==> config.mk <==
export PLATFORM = sky130hd
export DESIGN_NAME = interval_split_at_cutpoints
export DESIGN_NICKNAME = d
export VERILOG_FILES = /design/src/isac_pkg.sv /design/src/isac_cut_ram.sv /design/src/isac_front.sv /design/src/isac_back.sv /design/src/interval_split_at_cutpoints.sv
export SDC_FILE = /design/constraint.sdc
export NUM_CORES = 1
export LEC_CHECK = 0
export ABC_AREA = 0
export ABC_CLOCK_PERIOD_IN_PS = 7400
export BUFFER_PORTS_ARGS = -buffer_cell sky130_fd_sc_hd__clkbuf_2
export CAP_MARGIN = 20
export CORE_MARGIN = 1.5
export CORE_UTILIZATION = 50
export DETAILED_ROUTE_END_ITERATION = 8
export HOLD_SLACK_MARGIN = 0.03
export PLACE_DENSITY = 0.71
export SETUP_SLACK_MARGIN = 0.2
export SYNTH_ARGS = -nofsm -noshare
export SYNTH_HDL_FRONTEND = slang
export SYNTH_SLANG_ARGS = --single-unit
==> constraint.sdc <==
create_clock -name clk -period 7.4 [get_ports clk]
set_clock_uncertainty 0.2 [all_clocks]
set_input_delay 0.37 -clock clk [delete_from_list [all_inputs] [get_ports clk]]
set_output_delay 0.37 -clock clk [all_outputs]
set_load 0.05 [all_outputs]
==> src/isac_pkg.sv <==
// Package for the interval splitter: item types, queue entry type, codes and the time key.
// Used by every module of the block but the cut table RAM; depends on nothing else.
`timescale 1ns / 1ps
`default_nettype none

package isac_pkg;

  localparam int TIME_W        = 32;
  localparam int ROW_W         = 32;
  localparam int SLOT_W        = 4;
  localparam int COUNT_W       = 5;
  localparam int CFG_ADDR_W    = 3;
  localparam int CFG_DATA_W    = 32;
  localparam int DEF_MAX_CUTS  = 16;
  localparam int DEF_TIME_BITS = 32;

  localparam logic OP_LOAD  = 1'b0;
  localparam logic OP_SPLIT = 1'b1;

  localparam logic REG_CUT_COUNT = 1'b0;

  typedef struct packed {
    logic                     opcode;
    logic [SLOT_W-1:0]        cut_slot;
    logic signed [TIME_W-1:0] cut_value;
    logic signed [TIME_W-1:0] interval_start;
    logic signed [TIME_W-1:0] interval_stop;
  } in_item_t;

  typedef struct packed {
    logic [ROW_W-1:0]         row_index;
    logic signed [TIME_W-1:0] piece_start;
    logic signed [TIME_W-1:0] piece_end;
    logic                     censored;
    logic                     last_piece;
  } out_item_t;

  typedef struct packed {
    logic                split;
    logic                slot_ok;
    logic [SLOT_W-1:0]   slot;
    logic [TIME_W-1:0]   cut_value;
    logic [TIME_W-1:0]   start;
    logic [TIME_W-1:0]   stop;
    logic [TIME_W-1:0]   key_start;
    logic [TIME_W-1:0]   key_stop;
    logic [ROW_W-1:0]    row;
  } cmd_t;

  // Sign-extends the low tw bits and flips the top bit, so that an unsigned
  // compare of two keys gives the signed order of the times.
  function automatic logic [TIME_W-1:0] time_key(input logic [TIME_W-1:0] v, input int tw);
    logic [TIME_W-1:0] ext;
    int                b;
    for (b = 0; b < TIME_W; b++) begin
      ext[b] = (b < tw) ? v[b] : v[tw-1];
    end
    return ext ^ {1'b1, {(TIME_W-1){1'b0}}};
  endfunction

endpackage

`default_nettype wire

==> src/isac_cut_ram.sv <==
// Generic single write port, single read port RAM with a registered read.
// Holds the cut table; depends on nothing else.
`timescale 1ns / 1ps
`default_nettype none

module isac_cut_ram #(
  parameter int WIDTH = 32,
  parameter int DEPTH = 16,
  localparam int AW   = (DEPTH > 1) ? $clog2(DEPTH) : 1
) (
  input  wire logic             clk,
  input  wire logic             we,
  input  wire logic [AW-1:0]    waddr,
  input  wire logic [WIDTH-1:0] wdata,
  input  wire logic             re,
  input  wire logic [AW-1:0]    raddr,
  output logic      [WIDTH-1:0] rdata
);

  logic [WIDTH-1:0] mem [DEPTH];

  always_ff @(posedge clk) begin
    if (we) begin
      mem[waddr] <= wdata;
    end
    if (re) begin
      rdata <= mem[raddr];
    end
  end

endmodule

`default_nettype wire

==> src/isac_front.sv <==
// Front part: accepts input items, classifies them, numbers the intervals
// and holds them in a two-entry queue. Depends on isac_pkg.
`timescale 1ns / 1ps
`default_nettype none

module isac_front #(
  parameter int MAX_CUTS  = isac_pkg::DEF_MAX_CUTS,
  parameter int TIME_BITS = isac_pkg::DEF_TIME_BITS
) (
  input  wire logic              clk,
  input  wire logic              rst_n,
  input  wire logic              in_valid,
  output logic                   in_stall,
  input  wire isac_pkg::in_item_t in_data,
  output logic                   q_valid,
  output isac_pkg::cmd_t         q_entry,
  input  wire logic              q_pop
);
  import isac_pkg::*;

  localparam int TW = (TIME_BITS > TIME_W) ? TIME_W : TIME_BITS;

  cmd_t             cmd;
  cmd_t             q_r [2];
  logic             wp_r, wp_nxt;
  logic             rp_r, rp_nxt;
  logic [1:0]       cnt_r, cnt_nxt;
  logic [ROW_W-1:0] row_r, row_nxt;
  logic             push;
  logic             pop;

  always_comb begin
    cmd.split     = (in_data.opcode == OP_SPLIT);
    cmd.slot_ok   = ({2'b00, in_data.cut_slot} < 6'(MAX_CUTS));
    cmd.slot      = in_data.cut_slot;
    cmd.cut_value = in_data.cut_value;
    cmd.start     = in_data.interval_start;
    cmd.stop      = in_data.interval_stop;
    cmd.key_start = time_key(in_data.interval_start, TW);
    cmd.key_stop  = time_key(in_data.interval_stop, TW);
    cmd.row       = row_r;
  end

  assign in_stall = (cnt_r == 2'd2);
  assign push     = in_valid && !in_stall;
  assign q_valid  = (cnt_r != 2'd0);
  assign q_entry  = q_r[rp_r];
  assign pop      = q_pop && q_valid;

  always_comb begin
    row_nxt = (push && cmd.split) ? row_r + 1'b1 : row_r;
    wp_nxt  = push ? ~wp_r : wp_r;
    rp_nxt  = pop ? ~rp_r : rp_r;
    cnt_nxt = cnt_r;
    case ({push, pop})
      2'b10:   cnt_nxt = cnt_r + 2'd1;
      2'b01:   cnt_nxt = cnt_r - 2'd1;
      default: cnt_nxt = cnt_r;
    endcase
  end

  always_ff @(posedge clk) begin
    if (!rst_n) begin
      wp_r  <= 1'b0;
      rp_r  <= 1'b0;
      cnt_r <= 2'd0;
      row_r <= '0;
    end else begin
      wp_r  <= wp_nxt;
      rp_r  <= rp_nxt;
      cnt_r <= cnt_nxt;
      row_r <= row_nxt;
    end
  end

  always_ff @(posedge clk) begin
    if (push) begin
      q_r[wp_r] <= cmd;
    end
  end

endmodule

`default_nettype wire

==> src/isac_back.sv <==
// Back part: carries out queued items, writes cut entries and walks the cut table for a
// split, one entry a cycle unless stalled, to the output register. Depends on isac_pkg.
`timescale 1ns / 1ps
`default_nettype none

module isac_back #(
  parameter int MAX_CUTS  = isac_pkg::DEF_MAX_CUTS,
  parameter int TIME_BITS = isac_pkg::DEF_TIME_BITS,
  localparam int AW       = (MAX_CUTS > 1) ? $clog2(MAX_CUTS) : 1
) (
  input  wire logic                          clk,
  input  wire logic                          rst_n,
  input  wire logic [isac_pkg::COUNT_W-1:0]  cut_count,
  input  wire logic                          q_valid,
  input  wire isac_pkg::cmd_t                q_entry,
  output logic                               q_pop,
  output logic                               ram_we,
  output logic [AW-1:0]                      ram_waddr,
  output logic [isac_pkg::TIME_W-1:0]        ram_wdata,
  output logic                               ram_re,
  output logic [AW-1:0]                      ram_raddr,
  input  wire logic [isac_pkg::TIME_W-1:0]   ram_rdata,
  output logic                               out_valid,
  input  wire logic                          out_stall,
  output isac_pkg::out_item_t                out_data
);
  import isac_pkg::*;

  localparam int   TW    = (TIME_BITS > TIME_W) ? TIME_W : TIME_BITS;
  localparam int   CNT_W = $clog2(MAX_CUTS + 1);
  localparam logic ST_IDLE = 1'b0;
  localparam logic ST_RUN  = 1'b1;

  logic              state_r, state_nxt;
  logic [CNT_W-1:0]  j_r, j_nxt;
  logic [CNT_W-1:0]  n_r, n_nxt;
  logic              dv_r, dv_nxt;
  logic [TIME_W-1:0] ps_r, ps_nxt;
  logic [TIME_W-1:0] stop_r, stop_nxt;
  logic [TIME_W-1:0] ks_r, ks_nxt;
  logic [TIME_W-1:0] ke_r, ke_nxt;
  logic [ROW_W-1:0]  row_r, row_nxt;
  logic              ov_r, ov_nxt;
  out_item_t         od_r, od_nxt;

  logic              can_load;
  logic [TIME_W-1:0] kc;
  logic              qual;
  logic              consume;
  logic              more;
  logic              issue;
  logic [5:0]        n_lim;

  assign can_load = !ov_r || !out_stall;
  assign kc       = time_key(ram_rdata, TW);
  assign qual     = (kc > ks_r) && (kc < ke_r);
  assign consume  = dv_r && (!qual || can_load);
  assign more     = (j_r < n_r);
  assign issue    = (state_r == ST_RUN) && (!dv_r || consume) && more;
  assign n_lim    = ({1'b0, cut_count} > 6'(MAX_CUTS)) ? 6'(MAX_CUTS) : {1'b0, cut_count};

  assign ram_re    = issue;
  assign ram_raddr = AW'(j_r);
  assign ram_we    = (state_r == ST_IDLE) && q_valid && !q_entry.split && q_entry.slot_ok;
  assign ram_waddr = AW'(q_entry.slot);
  assign ram_wdata = q_entry.cut_value;
  assign q_pop     = (state_r == ST_IDLE) && q_valid;

  assign out_valid = ov_r;
  assign out_data  = od_r;

  always_comb begin
    state_nxt = state_r;
    j_nxt     = j_r;
    n_nxt     = n_r;
    dv_nxt    = dv_r;
    ps_nxt    = ps_r;
    stop_nxt  = stop_r;
    ks_nxt    = ks_r;
    ke_nxt    = ke_r;
    row_nxt   = row_r;
    ov_nxt    = out_stall ? ov_r : 1'b0;
    od_nxt    = od_r;
    unique case (state_r)
      ST_IDLE: begin
        if (q_valid && q_entry.split) begin
          state_nxt = ST_RUN;
          j_nxt     = '0;
          n_nxt     = CNT_W'(n_lim);
          dv_nxt    = 1'b0;
          ps_nxt    = q_entry.start;
          stop_nxt  = q_entry.stop;
          ks_nxt    = q_entry.key_start;
          ke_nxt    = q_entry.key_stop;
          row_nxt   = q_entry.row;
        end
      end
      ST_RUN: begin
        if (issue) begin
          j_nxt  = j_r + 1'b1;
          dv_nxt = 1'b1;
        end else if (consume) begin
          dv_nxt = 1'b0;
        end
        if (dv_r && qual && can_load) begin
          ov_nxt             = 1'b1;
          od_nxt.row_index   = row_r;
          od_nxt.piece_start = ps_r;
          od_nxt.piece_end   = ram_rdata;
          od_nxt.censored    = 1'b1;
          od_nxt.last_piece  = 1'b0;
          ps_nxt             = ram_rdata;
        end else if (!dv_r && !more && can_load) begin
          ov_nxt             = 1'b1;
          od_nxt.row_index   = row_r;
          od_nxt.piece_start = ps_r;
          od_nxt.piece_end   = stop_r;
          od_nxt.censored    = 1'b0;
          od_nxt.last_piece  = 1'b1;
          state_nxt          = ST_IDLE;
        end
      end
      default: state_nxt = ST_IDLE;
    endcase
  end

  always_ff @(posedge clk) begin
    if (!rst_n) begin
      state_r <= ST_IDLE;
      dv_r    <= 1'b0;
      ov_r    <= 1'b0;
      j_r     <= '0;
      n_r     <= '0;
    end else begin
      state_r <= state_nxt;
      dv_r    <= dv_nxt;
      ov_r    <= ov_nxt;
      j_r     <= j_nxt;
      n_r     <= n_nxt;
    end
  end

  always_ff @(posedge clk) begin
    ps_r   <= ps_nxt;
    stop_r <= stop_nxt;
    ks_r   <= ks_nxt;
    ke_r   <= ke_nxt;
    row_r  <= row_nxt;
    od_r   <= od_nxt;
  end

endmodule

`default_nettype wire

==> src/interval_split_at_cutpoints.sv <==
// Top level of the interval splitter: configuration register, front part,
// queue, cut table RAM and back part. Depends on isac_pkg and all isac_ modules.
//
// An item with opcode load writes one cut table entry; an item with opcode
// split turns the interval (start, stop] into one censored piece for every
// cut in use that lies strictly inside it, in table order, and then one
// uncensored last piece that ends at the stop. The front part buffers up to two
// items, so input can keep flowing while the back part works. The back part
// writes a load while idle; on a split it reads one table entry a cycle from
// the registered read port of the cut table RAM, unless a stall on the result
// channel holds a piece back. The entries must be loaded in ascending order
// before cut_count covers them.
`timescale 1ns / 1ps
`default_nettype none

module interval_split_at_cutpoints #(
  parameter int MAX_CUTS  = isac_pkg::DEF_MAX_CUTS,
  parameter int TIME_BITS = isac_pkg::DEF_TIME_BITS
) (
  input  wire logic                             clk,
  input  wire logic                             rst_n,
  input  wire logic                             in_valid,
  output logic                                  in_stall,
  input  wire isac_pkg::in_item_t               in_data,
  output logic                                  out_valid,
  input  wire logic                             out_stall,
  output isac_pkg::out_item_t                   out_data,
  input  wire logic                             psel,
  input  wire logic                             penable,
  input  wire logic                             pwrite,
  input  wire logic [isac_pkg::CFG_ADDR_W-1:0]  paddr,
  input  wire logic [isac_pkg::CFG_DATA_W-1:0]  pwdata,
  output logic      [isac_pkg::CFG_DATA_W-1:0]  prdata,
  output logic                                  pready
);
  import isac_pkg::*;

  localparam int AW = (MAX_CUTS > 1) ? $clog2(MAX_CUTS) : 1;

  logic [COUNT_W-1:0] cut_count_r, cut_count_nxt;
  logic               cfg_wr;
  logic               reg_sel;

  logic               q_valid;
  cmd_t               q_entry;
  logic               q_pop;

  logic               ram_we;
  logic [AW-1:0]      ram_waddr;
  logic [TIME_W-1:0]  ram_wdata;
  logic               ram_re;
  logic [AW-1:0]      ram_raddr;
  logic [TIME_W-1:0]  ram_rdata;

  assign pready  = 1'b1;
  assign reg_sel = paddr[2];
  assign cfg_wr  = psel && penable && pwrite && pready;

  always_comb begin
    cut_count_nxt = cut_count_r;
    if (cfg_wr && (reg_sel == REG_CUT_COUNT)) begin
      cut_count_nxt = pwdata[COUNT_W-1:0];
    end
    prdata = '0;
    if (reg_sel == REG_CUT_COUNT) begin
      prdata = {{(CFG_DATA_W-COUNT_W){1'b0}}, cut_count_r};
    end
  end

  always_ff @(posedge clk) begin
    if (!rst_n) begin
      cut_count_r <= '0;
    end else begin
      cut_count_r <= cut_count_nxt;
    end
  end

  isac_front #(
    .MAX_CUTS  (MAX_CUTS),
    .TIME_BITS (TIME_BITS)
  ) u_front (
    .clk      (clk),
    .rst_n    (rst_n),
    .in_valid (in_valid),
    .in_stall (in_stall),
    .in_data  (in_data),
    .q_valid  (q_valid),
    .q_entry  (q_entry),
    .q_pop    (q_pop)
  );

  isac_cut_ram #(
    .WIDTH (TIME_W),
    .DEPTH (MAX_CUTS)
  ) u_cut_ram (
    .clk   (clk),
    .we    (ram_we),
    .waddr (ram_waddr),
    .wdata (ram_wdata),
    .re    (ram_re),
    .raddr (ram_raddr),
    .rdata (ram_rdata)
  );

  isac_back #(
    .MAX_CUTS  (MAX_CUTS),
    .TIME_BITS (TIME_BITS)
  ) u_back (
    .clk       (clk),
    .rst_n     (rst_n),
    .cut_count (cut_count_r),
    .q_valid   (q_valid),
    .q_entry   (q_entry),
    .q_pop     (q_pop),
    .ram_we    (ram_we),
    .ram_waddr (ram_waddr),
    .ram_wdata (ram_wdata),
    .ram_re    (ram_re),
    .ram_raddr (ram_raddr),
    .ram_rdata (ram_rdata),
    .out_valid (out_valid),
    .out_stall (out_stall),
    .out_data  (out_data)
  );

endmodule

`default_nettype wire

# Word-level counts from Yosys, hierarchy flattened
# Memories as Yosys holds them, arrays and structs flattened. A register that Yosys moved wholly into a read port is not among the register bits.
# Cells that the tools add are included.
# Widths: inputs -> output; s select.
# word_totals
word_cells	109
memories	2
out_inout_bits	133
in_bits	143
register_bits	312
ram_bits	906
# op_classes
n_eq_ne	7
add_sub_neg	4
mux	29
n_reduce_logical	36
n_lt_le_gt_ge	4
n_bitwise	7
# memory_table
name	depth	word_bits	rd	rd_ports_with_merged_regs	write_ports	line_no	source
u_cut_ram.mem	16	32	1	1	1	isac_cut_ram.sv:20	logic [WIDTH-1:0] mem [DEPTH];
u_front.q_r	2	197	1	1	1	isac_front.sv:24	cmd_t q_r [2];
# op_table
operator	count
$mux 98	2
$mux 32	2
$pmux 32 s2	1
$add 32x1->32 const B	1
$gt 32x32->1	1
$lt 32x32->1	1
$mux 5	4
$logic_and 1x1->1	17
$mux 1	16
$pmux 5 s2	1
$reduce_and 2->1	5
$logic_not 1->1	7
$not 1->1	7
$ne 2x2->1 const B	3
$reduce_bool 2->1	3
$add 5x1->5 const B	1
$gt 5x5->1 const B	1
$lt 5x5->1	1
$eq 2x2->1 const B	2
$pmux 1 s2	2
$pmux 2 s2	1
$logic_or 1x1->1	3
$ne 3x3->1 const B	1
$add 2x1->2 const B	1
other kinds (3)	3

# Depth between registers and ports, before layout
# logic_depth
word_depth	11
mapped_depth	12
ltp_nobuf	10

# Modules after synthesis
# Synthesis repeated with hierarchy kept, for this count alone.
# hier_totals
hier_cells	2277
area_unflattened_um2	43888.3
# modules_own_cells
mod	area_each_um2	seq_area_each_um2	cells_each	n_inst
isac_cut_ram	20174.3	16335.7	838	1
isac_front	12127.9	8848.5	699	1
isac_back	11111.9	8007.7	682	1
interval_split_at_cutpoints	474.2	100.1	58	1

# Least setup slack after synthesis
# OpenSTA, ideal clock, no wires.
# synth_timing
path_kind	register to register
start	reg u_front.cnt_r[0]
end	mem u_front.q_r[0][0] in the netlist's numbering (enable)
t_required_ns	6.569
setup_time_ns	0.631
synth_period_minus_slack_ns	7.099
stages_incl_launch_ff	4
path_slack_ns	0.301
arrival_ns	6.268
path_buffers	0
cell_sequence	dfxtp_1 nand2b_1 nand2_1 nor2_1
# synth_via
elab_chain_cells	5
# synth_rtl
element	line_no	source
start, declared	isac_front.sv:27	logic [1:0] cnt_r, cnt_nxt;
start signal, assigned	isac_front.sv:71	cnt_r <= cnt_nxt;
$eq 2x2->1	isac_front.sv:44	assign in_stall = (cnt_r == 2'd2);
$logic_not 1->1	isac_front.sv:45	assign push = in_valid && !in_stall;
$logic_and 1x1->1	isac_front.sv:45	
$mux 1	isac_front.sv:77	if (push) begin
$mux 1 (not written as such)	isac_front.sv:78	q_r[wp_r] <= cmd;
end, declared	isac_front.sv:24	
# Every way passes these cells.

# Worst setup path in the final report
# layout_timing
start	reg u_cut_ram.rdata[11], read port of u_cut_ram.mem
end	reg u_back.od_r (netlist bit u_back.out_data[33]) (data pin)
# layout_via
elab_chain_cells	5
word_cells_on_any_way	6
classes_between	order compare (2); mux (1); reduce/logical (3)
# layout_rtl
element	line_no	source
start, declared	isac_cut_ram.sv:17	output logic [WIDTH-1:0] rdata
$gt 32x32->1 or $lt 32x32->1 (tied branches)	isac_back.sv:56	assign qual = (kc > ks_r) && (kc < ke_r);
$logic_and 1x1->1 *	isac_back.sv:56	
$logic_and 1x1->1 * (2 in a row)	isac_back.sv:105	if (dv_r && qual && can_load) begin
$mux 98 *	isac_back.sv:105	
end signal, assigned	isac_back.sv:149	od_r <= od_nxt;
end, declared	isac_back.sv:44	out_item_t od_r, od_nxt;
# Every way passes the cells marked *; elsewhere a longest branch is shown, timed or not.
# A chain may end at the register's enable or synchronous reset.

==> results by group <==
Run status
  • Outcome: finished, final reports clean

Layout
  • Proportion of layout cells with a drive suffix above 1: 29.5%
  • Non-Filler Instances: 3640
  • Area Growth Syn to Fin: 16.4%
  • Final #Nets: 2690

Power
  • Tot Pwr: 15.3 mW
  • Max IR drop VDD: 0.216 mV
  • PD cells: 315 nW/um^2
  • Pleak: 16.4 nW

Timing
  • Worst hold slack: 0.0890 ns
  • Minimum clock period: 3.81 ns
  • RSZ-0062 raised after global routing: no
  • Setup-failing EPs final: 0
  • Max-slew violations: 0
  • Fin crit share: 51.5%
  • Setup TNS: 0 ns
  • Rel. slew slack: 23.8%
  • Slew @ Worst Pin: 1.14 ns
  • F_max: 262 MHz
  • Hold Vio Cnt, Final: 0

Setup path
  • FF-to-FF setup slack: 3.59 ns
  • CP arrival: 4.02 ns
  • Worst reg2reg startpoint: u_cut_ram.rdata[11]
  • Crit Path Class: reg -> reg
  • CP Data Required Time: 7.61 ns
  • Reg2Reg Capture Point: u_back.out_data[33]
  • Reg2Reg Depth: 8
  • Kind of start point of the critical path: flip-flop
  • Max Fanout on Critical Path: 64
  • CP endpoint kind: flip-flop

Detailed routing
  • Via count: 20.0k
  • DRT Pass-1 Iters: 5
  • Avg WL per Cell: 23.1 um
  • Routed Antenna Nets: 0
  • DRC viols: 0
  • Iter 0 DRT Violations: 1494
  • Vias per inst: 5.50
  • Final WL: 84100 um

Synthesis
  • Top FF cell, synth: edfxtp_1
  • Synth top area cells: edfxtp_1 (75%), mux4_2 (8.6%), mux2_2 (4.3%), dfxtp_1 (2.6%), ha_1 (2.1%)
  • Synth top area share: 74.7%
  • Post-synthesis cell type count: 59
  • Flops & latches, synth: 1096
  • Synth top cells by count: edfxtp_1 (1041), mux2_2 (160), mux4_2 (160), inv_1 (85), nand2_1 (76)
  • Mean Syn Cell Area: 20.1 um^2
  • Ys async rst share: 0%
  • Cell area after synthesis: 41900 um^2
  • Syn Inst Count: 2081
  • Cell taking the most area after synthesis: edfxtp_1
  • Yosys warnings: 0
  • EDFF count, synth: 1041
  • Sequential fraction of the synthesis area: 77.3%
  • Most common cell in the synthesized netlist: edfxtp_1

Run
  • Max_cap viols: 0

Hold path
  • Worst hold stages: 4
  • WHS Endpoint: cut_count_r[1]
  • HP Class: in -> reg
  • Hold_sp: penable

CTS
  • Root Driver: clkbuf_16
  • Reg clk slew, reported paths: 0.06 ns
  • Setup Buffers After CTS: 0
  • CTS Buf Count: 108
  • H-tree depth: 3
  • CTS tree: yes
  • Number of clock sinks: 1096
  • Clock Latency Late Sink: 0.66 ns
  • Clock Tree Buf Depth: 3

Floorplanning
  • Core area: 82500 um^2
  • # IOs: 276
  • Site row count: 105
  • Vert. Die Dim: 292 um
  • Initial cell density of the core: 50.7%
  • Die X-Extent: 292 um
  • Die area: 85500 um^2

Place
  • HPWL Detailed: 48800 um
  • Gpl congestion: 0.824
  • # placed instances: 3329
  • Port Buf Inserts: 218

Global routing
  • Initial antenna violation count: 5
  • GRT Resource Usage Total: 19.8%
  • Largest net degree at the start of global routing: 79
  • Vias in the first global route: 20.9k
  • GRT overflow: 0
  • First-pass GRT wire length: 126000 um
-- flip-flops by register name, summed over array words and instances, names as in the netlist, 2 cells and up, named ones only --
register,flops
u_back.out_data,98
u_front.row_r,32
u_back.ks_r,32
u_front.q_r,270
u_cut_ram.mem,512
u_back.row_r,32
u_back.j_r,5
u_back.n_r,5
u_front.cnt_r,2
u_back.ps_r,32
cut_count_r,5
u_cut_ram.rdata,32
u_back.ke_r,32
-- cells in the final DEF, fill, tap and decap left out, types with 8 or more instances in the layout --
cell and count:
clkinv_2 15, mux4_2 160, bufinv_16 8, dfxtp_1 50
nor2_1 33, o21ai_0 23, inv_1 84, and3_1 14
mux2_2 160, a21o_1 9, or3_1 9, edfxtp_1 1041
clkinv_1 27, nand3_1 23, and2_1 23, a21oi_1 33
ha_1 70, mux2i_1 9, buf_4 35, nand4_1 12
xnor2_1 19, clkbuf_16 111, conb_1 28, xor2_1 12
dlygate4sd3_1 108, o21ai_1 19, clkbuf_1 25, nand2_1 76
nor2_2 16, clkbuf_2 218
-- through the flow --
stage | utilization [%] | setup WS (ns) | area [um^2]
3_5_place_dp | 53.6 | 3.60 | 44200
4_1_cts | 59.1 | 3.59 | 48700
6_report | 59.1 | 3.59 | 48700
3_3_place_gp | 53.6 | 3.66 | 44200
2_1_floorplan | - | 0.301 | 42000
5_1_grt | 59.1 | 3.42 | 48700
-- worst max path at each step --
stage | from | endpoint | slack [ns] | cells past startpoint
3_3_place_gp | u_cut_ram.rdata[11] | u_back.out_data[46] | 3.66 | 9
4_1_cts | u_cut_ram.rdata[11] | u_back.out_data[33] | 3.59 | 8
5_1_grt | u_cut_ram.rdata[2] | u_back.out_data[13] | 3.42 | 10
6_report | u_cut_ram.rdata[11] | u_back.out_data[33] | 3.59 | 8
3_5_place_dp | u_cut_ram.rdata[11] | u_back.out_data[45] | 3.60 | 9
2_1_floorplan | u_front.cnt_r[0] | u_front.q_r[0][0] | 0.30 | 3
-- layer usage --
metal | wire length (um) | global-route usage (%)
met1 | 33900 | 25.3
met5 | 13 | 0
met4 | 1420 | 4.74
met2 | 43200 | 34.5
met3 | 5550 | 4.24
-- final cells by class --
class                   count  area, um^2
fillers                  5884       33800
flip-flops and latches   1096       32400
multi-input cells         825        8820
clock buffers             137        2890
repair buffers            361        2430
well taps                1070        1340
clock inverters            64         563
inverters                  85         322
diodes                      2        5.00
-- worst max-delay path: stages (launching register included) --
cell and delay, ns:
edfxtp_1 0.47, ha_1 0.37, nand4_1 0.16, nor4_1 0.70
a211o_1 0.24, a21oi_2 0.11, nor4_4 0.31, buf_4 0.57
mux2_1 0.39
-- cell families after synthesis --
kind of cell	after synthesis	synth area share (%)
xor+xnor	31	0.648
flops	1096	77.3
mux	331	13.2
other cells	2	0.0179
simple gates	244	2.93
compound gates	121	1.80
fa+ha+maj	70	2.09
buf+inv	186	2.04
-- power by group --
part	switching, mW	total (mW)	internal (mW)
registers	0.193	8.06	7.87
logic	1.41	2.02	0.609
clock network	2.22	5.26	3.04
-- what timing repair did --
item,4_1_cts,5_1_grt
endpoints found under the hold margin,213,0
endpoints found under the setup margin,0,0
hold buffers,108,0
gates resized for setup,0,0
No activity file was read; power rests on OpenSTA's default activity.
